[src/design/aprm_pkg.sv]
// Shared types and constants for the anemometer pulse rate meter.
// No dependencies; imported by every module of the block.

package aprm_pkg;

    localparam int NUM_W    = 55;
    localparam int PROD_W   = 39;
    localparam int HI_W     = NUM_W - 32;
    localparam int COUNT_W  = 15;
    localparam int PEND_W   = 14;
    localparam int SPEED_W  = 24;

    localparam logic [SPEED_W-1:0] SPEED_MAX = '1;

    localparam logic [2:0] REG_TICK_RATE   = 3'd0;
    localparam logic [2:0] REG_DEBOUNCE    = 3'd1;
    localparam logic [2:0] REG_MIN_WINDOW  = 3'd2;
    localparam logic [2:0] REG_MAX_WINDOW  = 3'd3;
    localparam logic [2:0] REG_KNOTS       = 3'd4;
    localparam logic [2:0] REG_PEND_LIMIT  = 3'd5;

    localparam logic [15:0] TICK_RATE_RST  = 16'd1000;
    localparam logic [15:0] DEBOUNCE_RST   = 16'd5;
    localparam logic [15:0] MIN_WINDOW_RST = 16'd400;
    localparam logic [15:0] MAX_WINDOW_RST = 16'd3000;
    localparam logic [23:0] KNOTS_RST      = 24'd84969;
    localparam logic [13:0] PEND_LIMIT_RST = 14'd10000;

    typedef struct packed {
        logic               valid;
        logic               timed_out;
        logic [COUNT_W-1:0] count;
    } report_t;

endpackage

[src/design/aprm_win.sv]
// Tick counter, edge debounce, pending pulse counter and window sequencer.
// Depends on aprm_pkg; raises one report request per closed window.

module aprm_win import aprm_pkg::*; #(
    parameter int TICK_WIDTH = 32
) (
    input  logic                  aclk,
    input  logic                  aresetn,
    input  logic                  tick_accept,
    input  logic                  edge_seen,
    input  logic [15:0]           debounce_ticks,
    input  logic [15:0]           min_window_ticks,
    input  logic [15:0]           max_window_ticks,
    input  logic [PEND_W-1:0]     pending_limit,
    output report_t               report,
    output logic [TICK_WIDTH-1:0] report_elapsed
);

    localparam logic PH_MIN   = 1'b0;
    localparam logic PH_EXTRA = 1'b1;

    logic [TICK_WIDTH-1:0] tick_reg, tick_next;
    logic [TICK_WIDTH-1:0] last_edge_reg, last_edge_next;
    logic [TICK_WIDTH-1:0] ref_tick_reg, ref_tick_next;
    logic [PEND_W-1:0]     pend_reg, pend_next;
    logic                  phase_reg, phase_next;
    logic [15:0]           timer_reg, timer_next;
    logic [COUNT_W-1:0]    count_reg, count_next;
    logic [15:0]           extra;
    logic                  rep_valid;
    logic                  got_extra;
    logic                  timed_out;

    assign extra = (max_window_ticks > min_window_ticks) ?
                   max_window_ticks - min_window_ticks : 16'd0;

    always_comb begin
        tick_next      = tick_reg;
        last_edge_next = last_edge_reg;
        ref_tick_next  = ref_tick_reg;
        pend_next      = pend_reg;
        phase_next     = phase_reg;
        timer_next     = timer_reg;
        count_next     = count_reg;
        rep_valid      = 1'b0;
        got_extra      = 1'b0;
        timed_out      = 1'b0;
        if (tick_accept) begin
            if (edge_seen) begin
                if ((tick_reg - last_edge_reg) > TICK_WIDTH'(debounce_ticks) &&
                    pend_reg < pending_limit) begin
                    pend_next = pend_reg + 1'b1;
                end
                last_edge_next = tick_reg;
            end
            timer_next = (timer_reg != 16'hFFFF) ? timer_reg + 16'd1 : timer_reg;
            if (phase_reg == PH_MIN) begin
                if (timer_next >= min_window_ticks) begin
                    count_next = COUNT_W'(1) + COUNT_W'(pend_next);
                    pend_next  = '0;
                    phase_next = PH_EXTRA;
                    timer_next = '0;
                    if (extra == 16'd0) begin
                        rep_valid = 1'b1;
                    end
                end
            end else begin
                if (pend_next != '0) begin
                    pend_next = pend_next - 1'b1;
                    rep_valid = 1'b1;
                    got_extra = 1'b1;
                end else if (timer_next >= extra) begin
                    rep_valid = 1'b1;
                end
            end
            timed_out = !(got_extra || count_next > COUNT_W'(1));
            if (rep_valid) begin
                if (!timed_out) begin
                    ref_tick_next = tick_reg;
                end
                phase_next = PH_MIN;
                timer_next = '0;
            end
            tick_next = tick_reg + 1'b1;
        end
    end

    assign report.valid     = rep_valid;
    assign report.timed_out = timed_out;
    assign report.count     = count_next;
    assign report_elapsed   = tick_reg - ref_tick_reg;

    always_ff @(posedge aclk) begin
        if (!aresetn) begin
            tick_reg      <= '0;
            last_edge_reg <= '0;
            ref_tick_reg  <= '0;
            pend_reg      <= '0;
            phase_reg     <= PH_MIN;
            timer_reg     <= '0;
            count_reg     <= '0;
        end else begin
            tick_reg      <= tick_next;
            last_edge_reg <= last_edge_next;
            ref_tick_reg  <= ref_tick_next;
            pend_reg      <= pend_next;
            phase_reg     <= phase_next;
            timer_reg     <= timer_next;
            count_reg     <= count_next;
        end
    end

endmodule

[src/design/aprm_arith.sv]
// Speed unit: two registered multiplies, then a shared compare/subtract
// stepped 32 times as a restoring divider. Depends on aprm_pkg.

module aprm_arith import aprm_pkg::*; #(
    parameter int TICK_WIDTH = 32
) (
    input  logic                  aclk,
    input  logic                  aresetn,
    input  logic                  start,
    input  logic [23:0]           knots_per_pulse_q16,
    input  logic [15:0]           tick_rate_hz,
    input  logic [COUNT_W-1:0]    count,
    input  logic [TICK_WIDTH-1:0] elapsed,
    output logic                  done,
    output logic [SPEED_W-1:0]    speed
);

    localparam int OPW = (TICK_WIDTH + 1 > HI_W + 1) ? TICK_WIDTH + 1 : HI_W + 1;

    localparam logic [2:0] A_IDLE = 3'd0;
    localparam logic [2:0] A_MUL1 = 3'd1;
    localparam logic [2:0] A_MUL2 = 3'd2;
    localparam logic [2:0] A_CHK  = 3'd3;
    localparam logic [2:0] A_DIV  = 3'd4;

    logic [2:0]            state_reg, state_next;
    logic [COUNT_W-1:0]    count_reg, count_next;
    logic [TICK_WIDTH-1:0] div_reg, div_next;
    logic [PROD_W-1:0]     prod_reg, prod_next;
    logic [NUM_W-1:0]      num_reg, num_next;
    logic [TICK_WIDTH-1:0] rem_reg, rem_next;
    logic [31:0]           sh_reg, sh_next;
    logic [4:0]            step_reg, step_next;
    logic                  done_reg, done_next;
    logic [SPEED_W-1:0]    speed_reg, speed_next;
    logic [OPW-1:0]        opa;
    logic [OPW-1:0]        diff;
    logic                  ge;

    always_comb begin
        if (state_reg == A_CHK) begin
            opa = OPW'(num_reg[NUM_W-1:32]);
        end else begin
            opa = OPW'({rem_reg, sh_reg[31]});
        end
        ge   = opa >= OPW'(div_reg);
        diff = opa - OPW'(div_reg);
    end

    always_comb begin
        state_next = state_reg;
        count_next = count_reg;
        div_next   = div_reg;
        prod_next  = prod_reg;
        num_next   = num_reg;
        rem_next   = rem_reg;
        sh_next    = sh_reg;
        step_next  = step_reg;
        done_next  = 1'b0;
        speed_next = speed_reg;
        case (state_reg)
            A_IDLE: begin
                if (start) begin
                    count_next = count;
                    div_next   = elapsed;
                    if (elapsed == '0) begin
                        speed_next = SPEED_MAX;
                        done_next  = 1'b1;
                    end else begin
                        state_next = A_MUL1;
                    end
                end
            end
            A_MUL1: begin
                prod_next  = PROD_W'(knots_per_pulse_q16) * PROD_W'(count_reg);
                state_next = A_MUL2;
            end
            A_MUL2: begin
                num_next   = NUM_W'(prod_reg) * NUM_W'(tick_rate_hz);
                state_next = A_CHK;
            end
            A_CHK: begin
                if (ge) begin
                    speed_next = SPEED_MAX;
                    done_next  = 1'b1;
                    state_next = A_IDLE;
                end else begin
                    rem_next   = TICK_WIDTH'(opa);
                    sh_next    = num_reg[31:0];
                    step_next  = '0;
                    state_next = A_DIV;
                end
            end
            A_DIV: begin
                rem_next  = ge ? TICK_WIDTH'(diff) : TICK_WIDTH'(opa);
                sh_next   = {sh_reg[30:0], ge};
                step_next = step_reg + 5'd1;
                if (step_reg == 5'd31) begin
                    speed_next = sh_next[31:8];
                    done_next  = 1'b1;
                    state_next = A_IDLE;
                end
            end
            default: begin
                state_next = A_IDLE;
            end
        endcase
    end

    always_ff @(posedge aclk) begin
        if (!aresetn) begin
            state_reg <= A_IDLE;
            done_reg  <= 1'b0;
            step_reg  <= '0;
        end else begin
            state_reg <= state_next;
            done_reg  <= done_next;
            step_reg  <= step_next;
        end
        count_reg <= count_next;
        div_reg   <= div_next;
        prod_reg  <= prod_next;
        num_reg   <= num_next;
        rem_reg   <= rem_next;
        sh_reg    <= sh_next;
        speed_reg <= speed_next;
    end

    assign done  = done_reg;
    assign speed = speed_reg;

endmodule

[src/design/anemometer_pulse_rate_meter.sv]
// Anemometer pulse rate meter: one tick beat in, at most one report beat out.
// Ticks that close no window keep s_tready high and may follow back to back.
// A timed-out report passes ST_HOLD into the output register; a speed report
// waits in ST_CALC on two multiplies, one range check and 32 divider steps.
// Synchronous active-low reset clears all window state and loads the
// register defaults. Depends on aprm_pkg, aprm_win and aprm_arith.

module anemometer_pulse_rate_meter import aprm_pkg::*; #(
    parameter int TICK_WIDTH = 32
) (
    input  logic        aclk,
    input  logic        aresetn,
    input  logic        s_tvalid,
    output logic        s_tready,
    input  logic [7:0]  s_tdata,   // [0] edge_seen, [7:1] zero
    output logic        m_tvalid,
    input  logic        m_tready,
    output logic [71:0] m_tdata,   // [23:0] speed_q8, [38:24] pulse_count,
                                   // [70:39] elapsed_ticks, [71] zero
    output logic [0:0]  m_tuser,   // [0] timed_out
    input  logic        psel,
    input  logic        penable,
    input  logic        pwrite,
    input  logic [4:0]  paddr,
    input  logic [31:0] pwdata,
    output logic [31:0] prdata,
    output logic        pready
);

    localparam logic [1:0] ST_IDLE = 2'd0;
    localparam logic [1:0] ST_CALC = 2'd1;
    localparam logic [1:0] ST_HOLD = 2'd2;

    logic [15:0]        rate_reg;
    logic [15:0]        debounce_reg;
    logic [15:0]        min_win_reg;
    logic [15:0]        max_win_reg;
    logic [23:0]        knots_reg;
    logic [PEND_W-1:0]  limit_reg;
    logic [2:0]         reg_index;
    logic               cfg_write;

    logic [1:0]         state_reg, state_next;
    logic               tick_accept;
    report_t            report;
    logic [TICK_WIDTH-1:0] report_elapsed;
    logic [31:0]        elapsed_sat;
    logic               arith_start;
    logic               arith_done;
    logic [SPEED_W-1:0] arith_speed;

    logic [SPEED_W-1:0] res_speed_reg, res_speed_next;
    logic [COUNT_W-1:0] res_count_reg, res_count_next;
    logic [31:0]        res_elapsed_reg, res_elapsed_next;
    logic               res_timeout_reg, res_timeout_next;

    logic               m_valid_reg, m_valid_next;
    logic [SPEED_W-1:0] m_speed_reg, m_speed_next;
    logic [COUNT_W-1:0] m_count_reg, m_count_next;
    logic [31:0]        m_elapsed_reg, m_elapsed_next;
    logic               m_timeout_reg, m_timeout_next;

    assign reg_index = paddr[4:2];
    assign cfg_write = psel && penable && pwrite;
    assign pready    = 1'b1;

    always_ff @(posedge aclk) begin
        if (!aresetn) begin
            rate_reg     <= TICK_RATE_RST;
            debounce_reg <= DEBOUNCE_RST;
            min_win_reg  <= MIN_WINDOW_RST;
            max_win_reg  <= MAX_WINDOW_RST;
            knots_reg    <= KNOTS_RST;
            limit_reg    <= PEND_LIMIT_RST;
        end else if (cfg_write) begin
            case (reg_index)
                REG_TICK_RATE:  rate_reg     <= pwdata[15:0];
                REG_DEBOUNCE:   debounce_reg <= pwdata[15:0];
                REG_MIN_WINDOW: min_win_reg  <= pwdata[15:0];
                REG_MAX_WINDOW: max_win_reg  <= pwdata[15:0];
                REG_KNOTS:      knots_reg    <= pwdata[23:0];
                REG_PEND_LIMIT: limit_reg    <= pwdata[PEND_W-1:0];
                default: begin
                end
            endcase
        end
    end

    always_comb begin
        case (reg_index)
            REG_TICK_RATE:  prdata = 32'(rate_reg);
            REG_DEBOUNCE:   prdata = 32'(debounce_reg);
            REG_MIN_WINDOW: prdata = 32'(min_win_reg);
            REG_MAX_WINDOW: prdata = 32'(max_win_reg);
            REG_KNOTS:      prdata = 32'(knots_reg);
            REG_PEND_LIMIT: prdata = 32'(limit_reg);
            default:        prdata = '0;
        endcase
    end

    assign s_tready    = (state_reg == ST_IDLE);
    assign tick_accept = s_tvalid && s_tready;
    assign arith_start = tick_accept && report.valid && !report.timed_out;
    assign elapsed_sat = (|(report_elapsed >> 32)) ? '1 : 32'(report_elapsed);

    aprm_win #(
        .TICK_WIDTH (TICK_WIDTH)
    ) u_win (
        .aclk             (aclk),
        .aresetn          (aresetn),
        .tick_accept      (tick_accept),
        .edge_seen        (s_tdata[0]),
        .debounce_ticks   (debounce_reg),
        .min_window_ticks (min_win_reg),
        .max_window_ticks (max_win_reg),
        .pending_limit    (limit_reg),
        .report           (report),
        .report_elapsed   (report_elapsed)
    );

    aprm_arith #(
        .TICK_WIDTH (TICK_WIDTH)
    ) u_arith (
        .aclk                (aclk),
        .aresetn             (aresetn),
        .start               (arith_start),
        .knots_per_pulse_q16 (knots_reg),
        .tick_rate_hz        (rate_reg),
        .count               (report.count),
        .elapsed             (report_elapsed),
        .done                (arith_done),
        .speed               (arith_speed)
    );

    always_comb begin
        state_next       = state_reg;
        res_speed_next   = res_speed_reg;
        res_count_next   = res_count_reg;
        res_elapsed_next = res_elapsed_reg;
        res_timeout_next = res_timeout_reg;
        m_valid_next     = m_valid_reg;
        m_speed_next     = m_speed_reg;
        m_count_next     = m_count_reg;
        m_elapsed_next   = m_elapsed_reg;
        m_timeout_next   = m_timeout_reg;
        if (m_valid_reg && m_tready) begin
            m_valid_next = 1'b0;
        end
        case (state_reg)
            ST_IDLE: begin
                if (tick_accept && report.valid) begin
                    res_speed_next   = '0;
                    res_count_next   = report.count;
                    res_elapsed_next = elapsed_sat;
                    res_timeout_next = report.timed_out;
                    state_next       = report.timed_out ? ST_HOLD : ST_CALC;
                end
            end
            ST_CALC: begin
                if (arith_done) begin
                    res_speed_next = arith_speed;
                    state_next     = ST_HOLD;
                end
            end
            ST_HOLD: begin
                if (!m_valid_next) begin
                    m_valid_next   = 1'b1;
                    m_speed_next   = res_speed_reg;
                    m_count_next   = res_count_reg;
                    m_elapsed_next = res_elapsed_reg;
                    m_timeout_next = res_timeout_reg;
                    state_next     = ST_IDLE;
                end
            end
            default: begin
                state_next = ST_IDLE;
            end
        endcase
    end

    always_ff @(posedge aclk) begin
        if (!aresetn) begin
            state_reg   <= ST_IDLE;
            m_valid_reg <= 1'b0;
        end else begin
            state_reg   <= state_next;
            m_valid_reg <= m_valid_next;
        end
        res_speed_reg   <= res_speed_next;
        res_count_reg   <= res_count_next;
        res_elapsed_reg <= res_elapsed_next;
        res_timeout_reg <= res_timeout_next;
        m_speed_reg     <= m_speed_next;
        m_count_reg     <= m_count_next;
        m_elapsed_reg   <= m_elapsed_next;
        m_timeout_reg   <= m_timeout_next;
    end

    assign m_tvalid = m_valid_reg;
    assign m_tdata  = {1'b0, m_elapsed_reg, m_count_reg, m_speed_reg};
    assign m_tuser  = m_timeout_reg;

endmodule

[config.mk]
export PLATFORM = sky130hd
export DESIGN_NAME = anemometer_pulse_rate_meter
export DESIGN_NICKNAME = d
export VERILOG_FILES = /design/src/design/aprm_pkg.sv /design/src/design/aprm_win.sv /design/src/design/aprm_arith.sv /design/src/design/anemometer_pulse_rate_meter.sv
export SDC_FILE = /design/constraint.sdc
export NUM_CORES = 2
export LEC_CHECK = 0
export BUFFER_PORTS_ARGS = -buffer_cell sky130_fd_sc_hd__buf_2
export CORE_UTILIZATION = 25
export CTS_CLUSTER_SIZE = 30
export DETAILED_ROUTE_END_ITERATION = 8
export SLEW_MARGIN = 20
export SYNTH_ARGS = -nofsm -noshare
export SYNTH_HDL_FRONTEND = slang
export SYNTH_HIERARCHICAL = 1
export SYNTH_SLANG_ARGS = --single-unit
export TNS_END_PERCENT = 10
[constraint.sdc]
create_clock -name aclk -period 16.1 [get_ports aclk]
set_clock_uncertainty 0.1 [all_clocks]
set_input_delay 3.22 -clock aclk [delete_from_list [all_inputs] [get_ports aclk]]
set_output_delay 3.22 -clock aclk [all_outputs]
set_load 0.05 [all_outputs]
==> summary.txt <==
CTS
  – Clock transition at path regs: ~0.070 ns
  – Worst-skew pair later-pin latency: between 0.6 and 0.7 ns
  – Total CTS buffers: 71
  – CTS Hold Bufs: 0
  – Setup bufs post-CTS: 0
  – Clock root buffer: clkbuf_16
  – CTS tree: built
  – H-tree levels: 3
  – Clk sinks: around 630
  – CTS resizes: 0
  – Max clock buf depth: 3

Layout
  – Max reg flops: 55
  – Fill cell count: approximately 27000
  – Layout cells sized above 1: under 10%
  – Final nets: slightly above 8000
  – Synthesis-to-layout area growth: 10.1%
  – Non-filler cells, final: 10300

Synthesis
  – Netlist Area Pre-Place: roughly 64000 sq um
  – Synth Register Bits: around 630
  – Mean Syn Cell Area: roughly 9 sq um
  – Synth cell types: around 110
  – Post-synthesis sequential area ratio: around a quarter
  – Synth area leader: fa_1
  – Mapped Cells: between 6000 and 7000
  – Synth top area cells: fa_1, edfxtp_1, dfxtp_1
  – Top-count cell post-synth: nand2_1
  – Top cell type's share of synthesized area: between 20% and 30%
  – Synth Flop Type: edfxtp_1
  – Synthesis Warnings: 6
  – Ys async rst share: 0%
  – Post-synth top cells: nand2_1, inv_1, fa_1, ha_1, and2_1
  – Post-synth EDFFs: about 370

Worst setup path
  – Reg2reg end: u_arith/speed[6]$_SDFFCE_PN1P_
  – Worst path slowest cell: nand4_1
  – Reg2reg setup slack: slightly above 6 ns
  – Worst Path Max Fanout: 25
  – Largest incremental delay on the critical path: a little under 0.7 ns
  – Worst R2R Path Depth: 34
  – Crit path capture type: flip-flop
  – Startpoint types: flip-flop
  – Crit Path Class: reg2reg
  – Required @ worst endpoint: around 16 ns
  – CP Data Arrival Time: 10.13 ns
  – Reg2Reg Launch Point: u_win/tick_reg[0]$_SDFFE_PN0P_

GRT
  – Pin count of the biggest net entering global routing: 76
  – Global-route wire length before repair: 282 mm
  – Tot GR Track Use: between 10% and 20%
  – Vias in the first global route: ~50000
  – Initial antenna violation count: 19
  – Grt ovf: 0

Timing
  – Final hold viol count: 0
  – Max Clk Rate: between 0.1 and 0.15 GHz
  – Final setup violation count: 0
  – Max Transition Viols Final: 0
  – Worst-margin pin slew: about 1.2 ns
  – Fin crit share: approximately three fifths
  – Final setup TNS: 0 ns
  – Max-slew headroom: a little over a fifth
  – Tmin final: between 9 and 10 ns
  – Unrepaired setup endpoints after global routing: false

Route
  – Routed WL per cell: between 15 and 20 um
  – Via Count: 48200
  – Residual DRC: 0
  – DRT iter0 DRCs: approximately 3500
  – Avg Vias per Cell: ~4.7
  – Initial DRT Pass Iterations: 6
  – Antenna violation net count after detailed routing: 0
  – Drt total wl: around 180 mm

Floorplan
  – Die ar.: 258000 sq um
  – I/O pins: 160
  – Core area: about 250000 sq um
  – Die width: 508 um
  – Die Span Y: approximately 510 um
  – Row count: between 150 and 200
  – Initial core utilization: roughly a quarter

Outcome
  – Status: finished clean

Placement
  – Number of buffers added on ports: 132
  – Placed instance count: 10100
  – Placer congestion estimate: just under 0.9
  – DP HPWL: approximately 140 mm

Pwr
  – Static Leak: around 32 nW
  – Power, Total: approximately 0.0051 W
  – Worst vdd ir: around 0.085 mV
  – PD cells: ~70 nW/um^2

Hold path
  – Worst Hold Class: reg2reg
  – Hold EP: m_elapsed_reg[6]$_DFFE_PP_
  – Hold Path Cell Cnt: 0
  – Hold path start: res_elapsed_reg[6]$_DFFE_PP_

Job
  – Max Cap Viol: 0
metal layers:
layer  GRT usage (%)  share of wire [%]  vias up
li1                -                  -    22100
met1            19.4                 46    24200
met2            21.9                 44     1605
met3            2.41                7.1      288
met5               0             0.0072        -
met4            3.38                2.2        2
worst max path at each step:
stage,from,end,slack (ns),depth (start not counted)
3_3_place_gp,u_win/tick_reg[0]$_SDFFE_PN0P_,u_arith/speed[6]$_SDFFCE_PN1P_,6.11,34
4_1_cts,u_win/tick_reg[0]$_SDFFE_PN0P_,u_arith/speed[6]$_SDFFCE_PN1P_,6.24,33
6_report,u_win/tick_reg[0]$_SDFFE_PN0P_,u_arith/speed[6]$_SDFFCE_PN1P_,6.17,34
2_1_floorplan,s_tdata[0],u_arith/count_reg[0]$_DFFE_PP_,2.88,16
5_1_grt,u_win/tick_reg[0]$_SDFFE_PN0P_,u_arith/speed[6]$_SDFFCE_PN1P_,5.63,34
3_5_place_dp,u_win/tick_reg[0]$_SDFFE_PN0P_,u_arith/speed[6]$_SDFFCE_PN1P_,6.29,33
report_power, final:
group          switching, W  internal, W
Sequential        0.0000142      0.00176
Combinational       0.00100     0.000592
Clock              0.000725     0.000965
cell type report:
class | count | area (sq um) | share of cell area (%)
sequential | 629 | 16300 | 23.2
tap | 3366 | 4210 | 5.98
timing repair buffer | 191 | 1140 | 1.61
clock inverter | 47 | 513 | 0.728
antenna | 1 | 2.50 | 0.00355
inverter | 1072 | 4020 | 5.71
clock buffer | 83 | 1880 | 2.67
multi-input combinational | 4893 | 42400 | 60.1
cell usage in the layout (no fill, tap or decap), types with 34 or more instances in the layout:
cell / n
and3_1: 42
buf_4: 57
a21o_1: 106
nand2_1: 1225
xnor2_1: 136
nor3_1: 34
and2_1: 393
edfxtp_1: 373
clkbuf_16: 72
nor2b_1: 56
fa_1: 804
o21a_1: 41
dfxtp_1: 256
nor2_1: 228
mux2_2: 62
nand4_1: 64
xor2_1: 91
inv_1: 1070
buf_2: 131
mux2i_1: 141
o21ai_0: 161
nand2b_1: 57
nand3_1: 110
ha_1: 409
a21oi_1: 294
through the flow:
stage,worst slack (ns),hold WS (ns),instance area [sq um],util [%]
finish,6.17,0.306,70500,27.7
CTS,6.24,0.306,70400,27.7
detailed placement,6.29,0.305,68000,26.7
floorplan,2.88,0.300,64100,-
global placement,6.11,0.303,68000,26.7
global route,5.63,0.315,70500,27.7
worst max-delay path, delay by kind of cell (launching register included):
| kind | cells | cell delay, ns |
|---|---|---|
| flops | 1 | 0.41 |
| fa+ha+maj | 4 | 1.30 |
| mux | 2 | 0.30 |
| simple gates | 15 | 4.55 |
| buf+inv | 2 | 0.32 |
| compound gates | 9 | 2.13 |
| xor+xnor | 2 | 0.38 |
logic make-up after synthesis:
| kind of cell | after synthesis | share of synthesized area, % |
|---|---|---|
| compound gates | 891 | 9.06 |
| xor+xnor | 229 | 3.16 |
| fa+ha+maj | 1213 | 33.1 |
| buf+inv | 1404 | 8.49 |
| flops | 629 | 25.5 |
| mux | 207 | 3.39 |
| other cells | 2 | 0.0117 |
| simple gates | 2343 | 17.3 |
No activity file was read; power rests on OpenSTA's default activity.
